[config.mk]
export PLATFORM = sky130hd
export DESIGN_NAME = ppm_frame_generator
export DESIGN_NICKNAME = d
export VERILOG_FILES = /design/src/hdl/ppmfg_pkg.sv /design/src/hdl/ppmfg_ram.sv /design/src/hdl/ppm_frame_generator.sv
export SDC_FILE = /design/constraint.sdc
export NUM_CORES = 1
export LEC_CHECK = 0
export BUFFER_PORTS_ARGS = -buffer_cell sky130_fd_sc_hd__buf_2
export CAP_MARGIN = 5
export CORE_ASPECT_RATIO = 2
export CORE_MARGIN = 4
export CORE_UTILIZATION = 30
export DETAILED_ROUTE_END_ITERATION = 8
export PLACE_DENSITY_LB_ADDON = 0.25
export SETUP_SLACK_MARGIN = 0.02
export SLEW_MARGIN = 0
export SYNTH_ARGS = -nofsm -noshare
export SYNTH_HDL_FRONTEND = slang
export SYNTH_SLANG_ARGS = --single-unit
[constraint.sdc]
create_clock -name aclk -period 12.74 [get_ports aclk]
set_clock_uncertainty 0.2 [all_clocks]
set_input_delay 0.637 -clock aclk [delete_from_list [all_inputs] [get_ports aclk]]
set_output_delay 0.637 -clock aclk [all_outputs]
set_load 0.02 [all_outputs]
[src/hdl/ppmfg_pkg.sv]
// ----------------------------------------------------------------------------
// ppmfg_pkg
// Shared types, register indexes and reset constants of the PPM frame
// generator.
// ----------------------------------------------------------------------------
package ppmfg_pkg;

    // Default number of width table entries.
    localparam int MAX_CHANNELS_DEF = 8;

    // Configuration port geometry.
    localparam int CFG_INDEX_W = 2;
    localparam int CFG_DATA_W  = 16;

    // Configuration register indexes.
    localparam logic [CFG_INDEX_W-1:0] CFG_NUM_CHANNELS = 2'd0;
    localparam logic [CFG_INDEX_W-1:0] CFG_FRAME_TICKS  = 2'd1;
    localparam logic [CFG_INDEX_W-1:0] CFG_GAP_TICKS    = 2'd2;

    // Configuration reset values.
    localparam logic [3:0]  NUM_CHANNELS_RESET = 4'd8;
    localparam logic [15:0] FRAME_TICKS_RESET  = 16'd40000;
    localparam logic [15:0] GAP_TICKS_RESET    = 16'd1000;

    // Width table reset value of entry zero; all other entries reset to zero.
    localparam logic [15:0] WIDTH0_RESET = 16'd1500;

    // Saturation value of the slot elapsed counter.
    localparam logic [16:0] ELAPSED_MAX = 17'h1FFFF;

    // Input item action codes.
    localparam logic ACT_TICK  = 1'b0;
    localparam logic ACT_WRITE = 1'b1;

    typedef struct packed {
        logic        action;
        logic [2:0]  channel;
        logic [15:0] width_us;
    } ppmfg_in_t;

    typedef struct packed {
        logic ppm_out;
        logic trigger_out;
        logic write_ok;
    } ppmfg_out_t;

endpackage

[src/hdl/ppmfg_ram.sv]
// ----------------------------------------------------------------------------
// ppmfg_ram
// Generic single-write, single-read RAM with a registered read port.
// ----------------------------------------------------------------------------
module ppmfg_ram #(
    parameter int WIDTH = 16,
    parameter int DEPTH = 8,
    localparam int ADDR_W = (DEPTH > 1) ? $clog2(DEPTH) : 1
) (
    input  logic              aclk,
    input  logic              wr_en,
    input  logic [ADDR_W-1:0] wr_addr,
    input  logic [WIDTH-1:0]  wr_data,
    input  logic              rd_en,
    input  logic [ADDR_W-1:0] rd_addr,
    output logic [WIDTH-1:0]  rd_data
);

    logic [WIDTH-1:0] mem [DEPTH];
    logic [WIDTH-1:0] rd_data_reg;

    always_ff @(posedge aclk) begin
        if (wr_en) begin
            mem[wr_addr] <= wr_data;
        end
        if (rd_en) begin
            rd_data_reg <= mem[rd_addr];
        end
    end

    assign rd_data = rd_data_reg;

endmodule

[src/hdl/ppm_frame_generator.sv]
// ----------------------------------------------------------------------------
// ppm_frame_generator
// Radio-control PPM pulse train generator with a channel width table.
// ----------------------------------------------------------------------------
// Usage:
// Each transfer on the s_ channel is either one time tick (0.5 us) or a write
// of one channel width in microseconds. Every input transfer produces exactly
// one result transfer on the m_ channel carrying the PPM level, the frame
// trigger level and a write acknowledge flag.
// The result of a transfer accepted at one clock edge is presented on
// m_valid/m_data right after that edge. Throughput is one item per clock cycle;
// the output register holds one result and s_ready stays high as long as
// that register is empty or being drained in the same cycle.
// The width table lives in a RAM with a registered read. When a slot is armed
// the next width is fetched, and the tick that follows uses the read data
// directly, so the table read never stalls the tick stream.
// When the receiver stalls (m_ready low with a result waiting) s_ready drops
// and the pending result is held unchanged until it is taken.
// Reset (aresetn low, synchronous) returns the configuration registers and the
// timing state to their defaults and empties the output register. The width
// table needs no clearing pass: per-entry valid bits make unwritten entries
// read as 1500 us for channel zero and zero for all others.
// Configuration writes take effect at the clock edge of the write.
// ----------------------------------------------------------------------------
module ppm_frame_generator
    import ppmfg_pkg::*;
#(
    parameter int MAX_CHANNELS = MAX_CHANNELS_DEF
) (
    input  logic                   aclk,
    input  logic                   aresetn,
    // Configuration write port.
    input  logic                   cfg_wr_en,
    input  logic [CFG_INDEX_W-1:0] cfg_index,
    input  logic [CFG_DATA_W-1:0]  cfg_wdata,
    // Input item channel.
    input  logic                   s_valid,
    output logic                   s_ready,
    input  ppmfg_in_t              s_data,
    // Result channel.
    output logic                   m_valid,
    input  logic                   m_ready,
    output ppmfg_out_t             m_data
);

    localparam int AW = (MAX_CHANNELS > 1) ? $clog2(MAX_CHANNELS) : 1;
    localparam logic [4:0] MAX_CH5 = 5'(MAX_CHANNELS);

    // Configuration registers.
    logic [3:0]  num_channels_reg;
    logic [15:0] frame_ticks_reg;
    logic [15:0] gap_ticks_reg;

    // Timing state.
    logic [15:0] frame_pos_reg,    frame_pos_next;
    logic [16:0] elapsed_reg,      elapsed_next;
    logic [16:0] target_reg,       target_next;
    logic        end_armed_reg,    end_armed_next;
    logic        rise_armed_reg,   rise_armed_next;
    logic [3:0]  slot_index_reg,   slot_index_next;
    logic        ppm_level_reg,    ppm_level_next;
    logic        trig_level_reg,   trig_level_next;

    // Table read in flight: the returned width becomes the slot end target.
    logic        arm_pend_reg,     arm_pend_next;
    logic        arm_use_ram_reg,  arm_use_ram_next;
    logic        arm_dflt_reg,     arm_dflt_next;

    // Entries that have been written since reset.
    logic [MAX_CHANNELS-1:0] entry_valid_reg;

    // Output register.
    logic        m_valid_reg;
    ppmfg_out_t  m_data_reg;

    logic        in_accept;
    logic        is_tick;
    logic        arm_req;
    logic [3:0]  arm_idx;
    logic [AW-1:0] rd_addr;
    logic        rd_in_table;
    logic [15:0] ram_rdata;
    logic [15:0] width_rd;
    logic [16:0] target_rd;
    logic [16:0] target_eff;
    logic        armed_eff;
    logic [16:0] pos_inc;
    logic [3:0]  chan4;
    logic        write_ok;
    logic        wr_en;
    logic [AW-1:0] wr_addr;

    assign s_ready   = !m_valid_reg || m_ready;
    assign in_accept = s_valid && s_ready;
    assign is_tick   = (s_data.action == ACT_TICK);

    // Width write qualification: the channel must be configured and in the
    // table.
    assign chan4    = {1'b0, s_data.channel};
    assign write_ok = (chan4 < num_channels_reg) && ({1'b0, chan4} < MAX_CH5);
    assign wr_en    = in_accept && !is_tick && write_ok;
    assign wr_addr  = chan4[AW-1:0];

    // Width returned by the table read issued on the previous cycle. Entries
    // never written read as their reset value, and slot indexes past the
    // table read as zero.
    always_comb begin
        if (arm_use_ram_reg) begin
            width_rd = ram_rdata;
        end else if (arm_dflt_reg) begin
            width_rd = WIDTH0_RESET;
        end else begin
            width_rd = '0;
        end
    end

    assign target_rd  = {width_rd, 1'b0};
    assign target_eff = arm_pend_reg ? target_rd : target_reg;
    assign armed_eff  = arm_pend_reg ? (target_rd != '0) : end_armed_reg;

    assign pos_inc = {1'b0, frame_pos_reg} + 17'd1;

    // Tick processing: frame restart, slot end, then rising edge.
    always_comb begin
        frame_pos_next  = frame_pos_reg;
        elapsed_next    = elapsed_reg;
        target_next     = target_eff;
        end_armed_next  = armed_eff;
        rise_armed_next = rise_armed_reg;
        slot_index_next = slot_index_reg;
        ppm_level_next  = ppm_level_reg;
        trig_level_next = trig_level_reg;
        arm_req         = 1'b0;
        arm_idx         = slot_index_reg;

        if (in_accept && is_tick) begin
            if (pos_inc >= {1'b0, frame_ticks_reg}) begin
                frame_pos_next  = '0;
                slot_index_next = '0;
                ppm_level_next  = 1'b0;
                trig_level_next = 1'b1;
                elapsed_next    = '0;
                rise_armed_next = 1'b1;
                arm_req         = 1'b1;
                arm_idx         = '0;
            end else begin
                frame_pos_next = pos_inc[15:0];
                if (elapsed_reg != ELAPSED_MAX) begin
                    elapsed_next = elapsed_reg + 17'd1;
                end

                if (armed_eff && (elapsed_next == target_eff)) begin
                    ppm_level_next  = 1'b0;
                    slot_index_next = slot_index_reg + 4'd1;
                    if (slot_index_next == 4'd1) begin
                        trig_level_next = 1'b0;
                    end
                    elapsed_next    = '0;
                    rise_armed_next = 1'b1;
                    if (slot_index_next != num_channels_reg) begin
                        arm_req = 1'b1;
                        arm_idx = slot_index_next;
                    end else begin
                        end_armed_next = 1'b0;
                    end
                end

                if (rise_armed_next && (elapsed_next == {1'b0, gap_ticks_reg})) begin
                    ppm_level_next  = 1'b1;
                    rise_armed_next = 1'b0;
                end
            end
        end
    end

    // Table read for the slot being armed.
    assign rd_addr     = arm_idx[AW-1:0];
    assign rd_in_table = ({1'b0, arm_idx} < MAX_CH5);

    always_comb begin
        arm_pend_next    = arm_req;
        arm_use_ram_next = rd_in_table && entry_valid_reg[rd_addr];
        arm_dflt_next    = rd_in_table && (rd_addr == '0);
    end

    ppmfg_ram #(
        .WIDTH (16),
        .DEPTH (MAX_CHANNELS)
    ) u_width_ram (
        .aclk    (aclk),
        .wr_en   (wr_en),
        .wr_addr (wr_addr),
        .wr_data (s_data.width_us),
        .rd_en   (arm_req),
        .rd_addr (rd_addr),
        .rd_data (ram_rdata)
    );

    // Configuration registers.
    always_ff @(posedge aclk) begin
        if (!aresetn) begin
            num_channels_reg <= NUM_CHANNELS_RESET;
            frame_ticks_reg  <= FRAME_TICKS_RESET;
            gap_ticks_reg    <= GAP_TICKS_RESET;
        end else if (cfg_wr_en) begin
            unique case (cfg_index)
                CFG_NUM_CHANNELS: num_channels_reg <= cfg_wdata[3:0];
                CFG_FRAME_TICKS:  frame_ticks_reg  <= cfg_wdata[15:0];
                CFG_GAP_TICKS:    gap_ticks_reg    <= cfg_wdata[15:0];
                default: ;
            endcase
        end
    end

    // Timing state and table bookkeeping.
    always_ff @(posedge aclk) begin
        if (!aresetn) begin
            frame_pos_reg   <= '0;
            elapsed_reg     <= '0;
            target_reg      <= '0;
            end_armed_reg   <= 1'b0;
            rise_armed_reg  <= 1'b0;
            slot_index_reg  <= '0;
            ppm_level_reg   <= 1'b1;
            trig_level_reg  <= 1'b0;
            arm_pend_reg    <= 1'b0;
            arm_use_ram_reg <= 1'b0;
            arm_dflt_reg    <= 1'b0;
            entry_valid_reg <= '0;
        end else begin
            frame_pos_reg   <= frame_pos_next;
            elapsed_reg     <= elapsed_next;
            target_reg      <= target_next;
            end_armed_reg   <= end_armed_next;
            rise_armed_reg  <= rise_armed_next;
            slot_index_reg  <= slot_index_next;
            ppm_level_reg   <= ppm_level_next;
            trig_level_reg  <= trig_level_next;
            arm_pend_reg    <= arm_pend_next;
            if (arm_req) begin
                arm_use_ram_reg <= arm_use_ram_next;
                arm_dflt_reg    <= arm_dflt_next;
            end
            if (wr_en) begin
                entry_valid_reg[wr_addr] <= 1'b1;
            end
        end
    end

    // Output register: loads one result per accepted transfer.
    always_ff @(posedge aclk) begin
        if (!aresetn) begin
            m_valid_reg <= 1'b0;
        end else if (in_accept) begin
            m_valid_reg <= 1'b1;
        end else if (m_ready) begin
            m_valid_reg <= 1'b0;
        end
    end

    always_ff @(posedge aclk) begin
        if (in_accept) begin
            m_data_reg.ppm_out     <= ppm_level_next;
            m_data_reg.trigger_out <= trig_level_next;
            m_data_reg.write_ok    <= !is_tick && write_ok;
        end
    end

    assign m_valid = m_valid_reg;
    assign m_data  = m_data_reg;

endmodule

==> run metrics <==
status complete, no violations; Die ar. 44,200 um^2; VDD IR-drop max 0.0846 mV; Post-route DRC 0; router iterations before antenna repair 5; Hold Path End m_valid$_SDFFE_PN0P_; reg-to-reg critical path endpoint u_width_ram.rd_data[9]$_DFFE_PP_; ANT nets after route 0; drt initial violations 429; Final Hold Viols 0; GP Congestion 0.881; Logic pwr share 4.0%; Buffers on Ports 47; P per Cell Area 121 nW/um^2; Netlist cell types 83; vias in the first global route 8,882; Total Routing Usage GR 15.2%; Setup-failing EPs final 0; filler instances 4,089; Register Area 6540 um^2; Sw Ratio 22.2%; DPL Wire Length 23,900 um; core area 40,200 um^2; Avg Vias per Cell 5.03; number of diodes 0; Synth Warn # 0; fin nets 1,218; netlist area before placement 12,200 um^2; unrepaired setup endpoints after global routing false; io pins 48; cell taking the most area after synthesis edfxtp_1; Worst Path Arrival 6540 ps; first-pass GRT wire length 51,600 um; Int Pwr 1.29 mW; Slew Viols, Final 0; Clock power frac 43.1%; share of the synthesized area in the top cell type 36.2%; Slew HR 26.4%; Async S/R FF share, synth 0%; CTS root buf clkbuf_16; synth top area cells edfxtp_1 (36%), dfxtp_1 (17%), mux2i_1 (8.5%), nand2_1 (3.4%), a21oi_1 (3.0%); Initial Util 30.4%; P_sw 0.370 mW; number of flops mapped to enable cells by yosys 147; Final Total Pwr 1.66 mW; WL/cell 19.6 um; hold_buf cts 0; Sink Count 253; crit end category flop; Hold Crit Start s_valid; number of CTS-inserted buffers 24; H-Tree Depth 1; Crit Path Category reg2reg; Final period util 50.8%; Fmax 155 MHz; Tightest Hold Check Type in2reg; net count after synthesis 1,190; Layout area overhead 12.4%; gr ovfl total 0; Reg clk slew, reported paths 70 ps; Total Routed Length 33,400 um; CTS Buffer Depth 3; setup repair bufs after CTS 0; Cell Rows 104; cells resized by post-CTS repair 0; vias 8,554; final worst path period need 6470 ps; Seq/Total Area, Yosys 53.6%; CTS tree yes; die width 151 um; WHS Path Cells 3; P_leak 4.85 nW; required time of the critical path 12,810 ps; Die Y-Extent 293 um; share of cells above drive strength 1 13.9%; largest net degree at the start of global routing 85; r2r startpoint frame_pos_reg[0]$_SDFFE_PN0P_; Seq pwr share 52.9%; synthesized flop and latch total 253; maxcap violations 0; Startpoint Class flop; CP max FO 47; Top FF cell, synth edfxtp_1; FF-to-FF path depth 18; Cells after Synth 1,125; number of flip-flops in the largest register 128; initial antenna violation count 0; R2R setup slack 6270 ps; Worst-Skew Late Latency 540 ps; worst slew pin tran 1100 ps; TNS Setup 0 ps; Mapped Avg Cell Area 10.8 um^2; Multi-input gate area 5260 um^2
==> final cells by class <==
class | count | share of cell area [%]
clock buffers | 27 | 4.62
clock inverters | 16 | 1.03
inverters | 32 | 0.876
multi-input cells | 778 | 38.4
flip-flops and latches | 253 | 47.6
well taps | 530 | 4.83
repair buffers | 64 | 2.65
==> layout by cell type, fill, tap and decap left out, types with 21 or more instances in the layout <==
cell type	netlist	layout
edfxtp_1	147	147
nand2_1	112	112
dfxtp_1	106	106
mux2i_1	104	104
nor2_1	95	89
a21oi_1	74	74
buf_2	18	47
o21ai_0	44	44
nand3_1	39	39
inv_1	31	31
clkbuf_16	0	25
xor2_1	23	23
ha_1	22	22
and3_1	21	21
==> power groups by stage <==
stage | clock (mW) | combinational [mW] | sequential [mW]
2_1_floorplan | 0 | 0.0376 | 0.896
6_report | 0.716 | 0.0667 | 0.880
3_3_place_gp | 0 | 0.0667 | 0.898
4_1_cts | 0.735 | 0.0679 | 0.880
3_5_place_dp | 0 | 0.0675 | 0.898
5_1_grt | 0.767 | 0.0745 | 0.881
==> worst max path at each step <==
stage / slack [ps] / end / depth (start not counted) / from
6_report: 6270 / u_width_ram.rd_data[9]$_DFFE_PP_ / 18 / frame_pos_reg[0]$_SDFFE_PN0P_
5_1_grt: 5770 / u_width_ram.rd_data[9]$_DFFE_PP_ / 18 / frame_pos_reg[0]$_SDFFE_PN0P_
4_1_cts: 6190 / u_width_ram.rd_data[8]$_DFFE_PP_ / 18 / frame_pos_reg[0]$_SDFFE_PN0P_
3_5_place_dp: 6210 / u_width_ram.rd_data[1]$_DFFE_PP_ / 18 / frame_pos_reg[0]$_SDFFE_PN0P_
3_3_place_gp: 6240 / u_width_ram.rd_data[9]$_DFFE_PP_ / 18 / frame_pos_reg[0]$_SDFFE_PN0P_
2_1_floorplan: 7780 / u_width_ram.rd_data[0]$_DFFE_PP_ / 20 / frame_pos_reg[0]$_SDFFE_PN0P_
==> critical path, cell delays in order (launching register included) <==
cell	delay [ps]
dfxtp_1	410
ha_1	280
nand3_2	180
or4_1	710
nor2_1	210
xor2_1	230
ha_1	290
a21oi_1	130
o21ai_0	130
a2111oi_0	410
a21oi_1	150
o211ai_1	530
nand3_1	160
o41a_1	360
a21bo_4	440
buf_4	680
mux2i_1	260
mux2i_1	90
mux2_2	280
==> synthesized netlist by cell type (4+ instances only) <==
cell and number:
a211oi_1 5, a21oi_1 74, a22oi_1 4, a2bb2oi_1 4, a31o_2 4, a31oi_1 4
and2_1 5, and3_1 21, and4_1 6, buf_2 18, buf_6 4, clkbuf_1 34
dfxtp_1 106, edfxtp_1 147, ha_1 22, inv_1 31, mux2_2 18, mux2i_1 104
nand2_1 112, nand2b_1 11, nand3_1 39, nand3_2 4, nand3b_1 9, nand4_1 11
nor2_1 95, nor2b_1 6, nor3_1 19, nor4_1 4, o211ai_1 13, o21ai_0 44
o22ai_1 4, o2bb2ai_1 4, o31ai_1 5, o41ai_1 4, or2_2 4, or3_1 10
or4_1 9, xnor2_1 20, xor2_1 23
==> kinds of logic after synthesis <==
| kind of cell | Yosys count | synth area share, % |
|---|---|---|
| simple gates | 386 | 16.2 |
| flops | 253 | 53.6 |
| compound gates | 204 | 11.0 |
| mux | 122 | 10.2 |
| buf+inv | 94 | 3.64 |
| xor+xnor | 44 | 3.22 |
| fa+ha+maj | 22 | 2.26 |
==> layer usage <==
| metal | up-vias | track usage [%] | wire length, um |
|---|---|---|---|
| met4 | 0 | 7.15 | 1690 |
| met5 | - | 0 | 0 |
| met2 | 127 | 30.6 | 19300 |
| met1 | 4202 | 14.9 | 11600 |
| li1 | 4164 | - | - |
| met3 | 61 | 1.50 | 784 |
==> metrics by stage <==
stage / std cells / setup WS, ps / hold slack, ps / util (%) / cell area (um^2)
after global placement: 1657 / 6240 / 243 / 32.2 / 12900
after CTS: 1700 / 6190 / 130 / 34.1 / 13700
final: 1700 / 6270 / 152 / 34.1 / 13700
after floorplan: 1125 / 7780 / 234 / - / 12200
after detailed placement: 1657 / 6210 / 249 / 32.2 / 12900
after global routing: 1700 / 5770 / 149 / 34.1 / 13700
(Power assumes the default switching activity.)
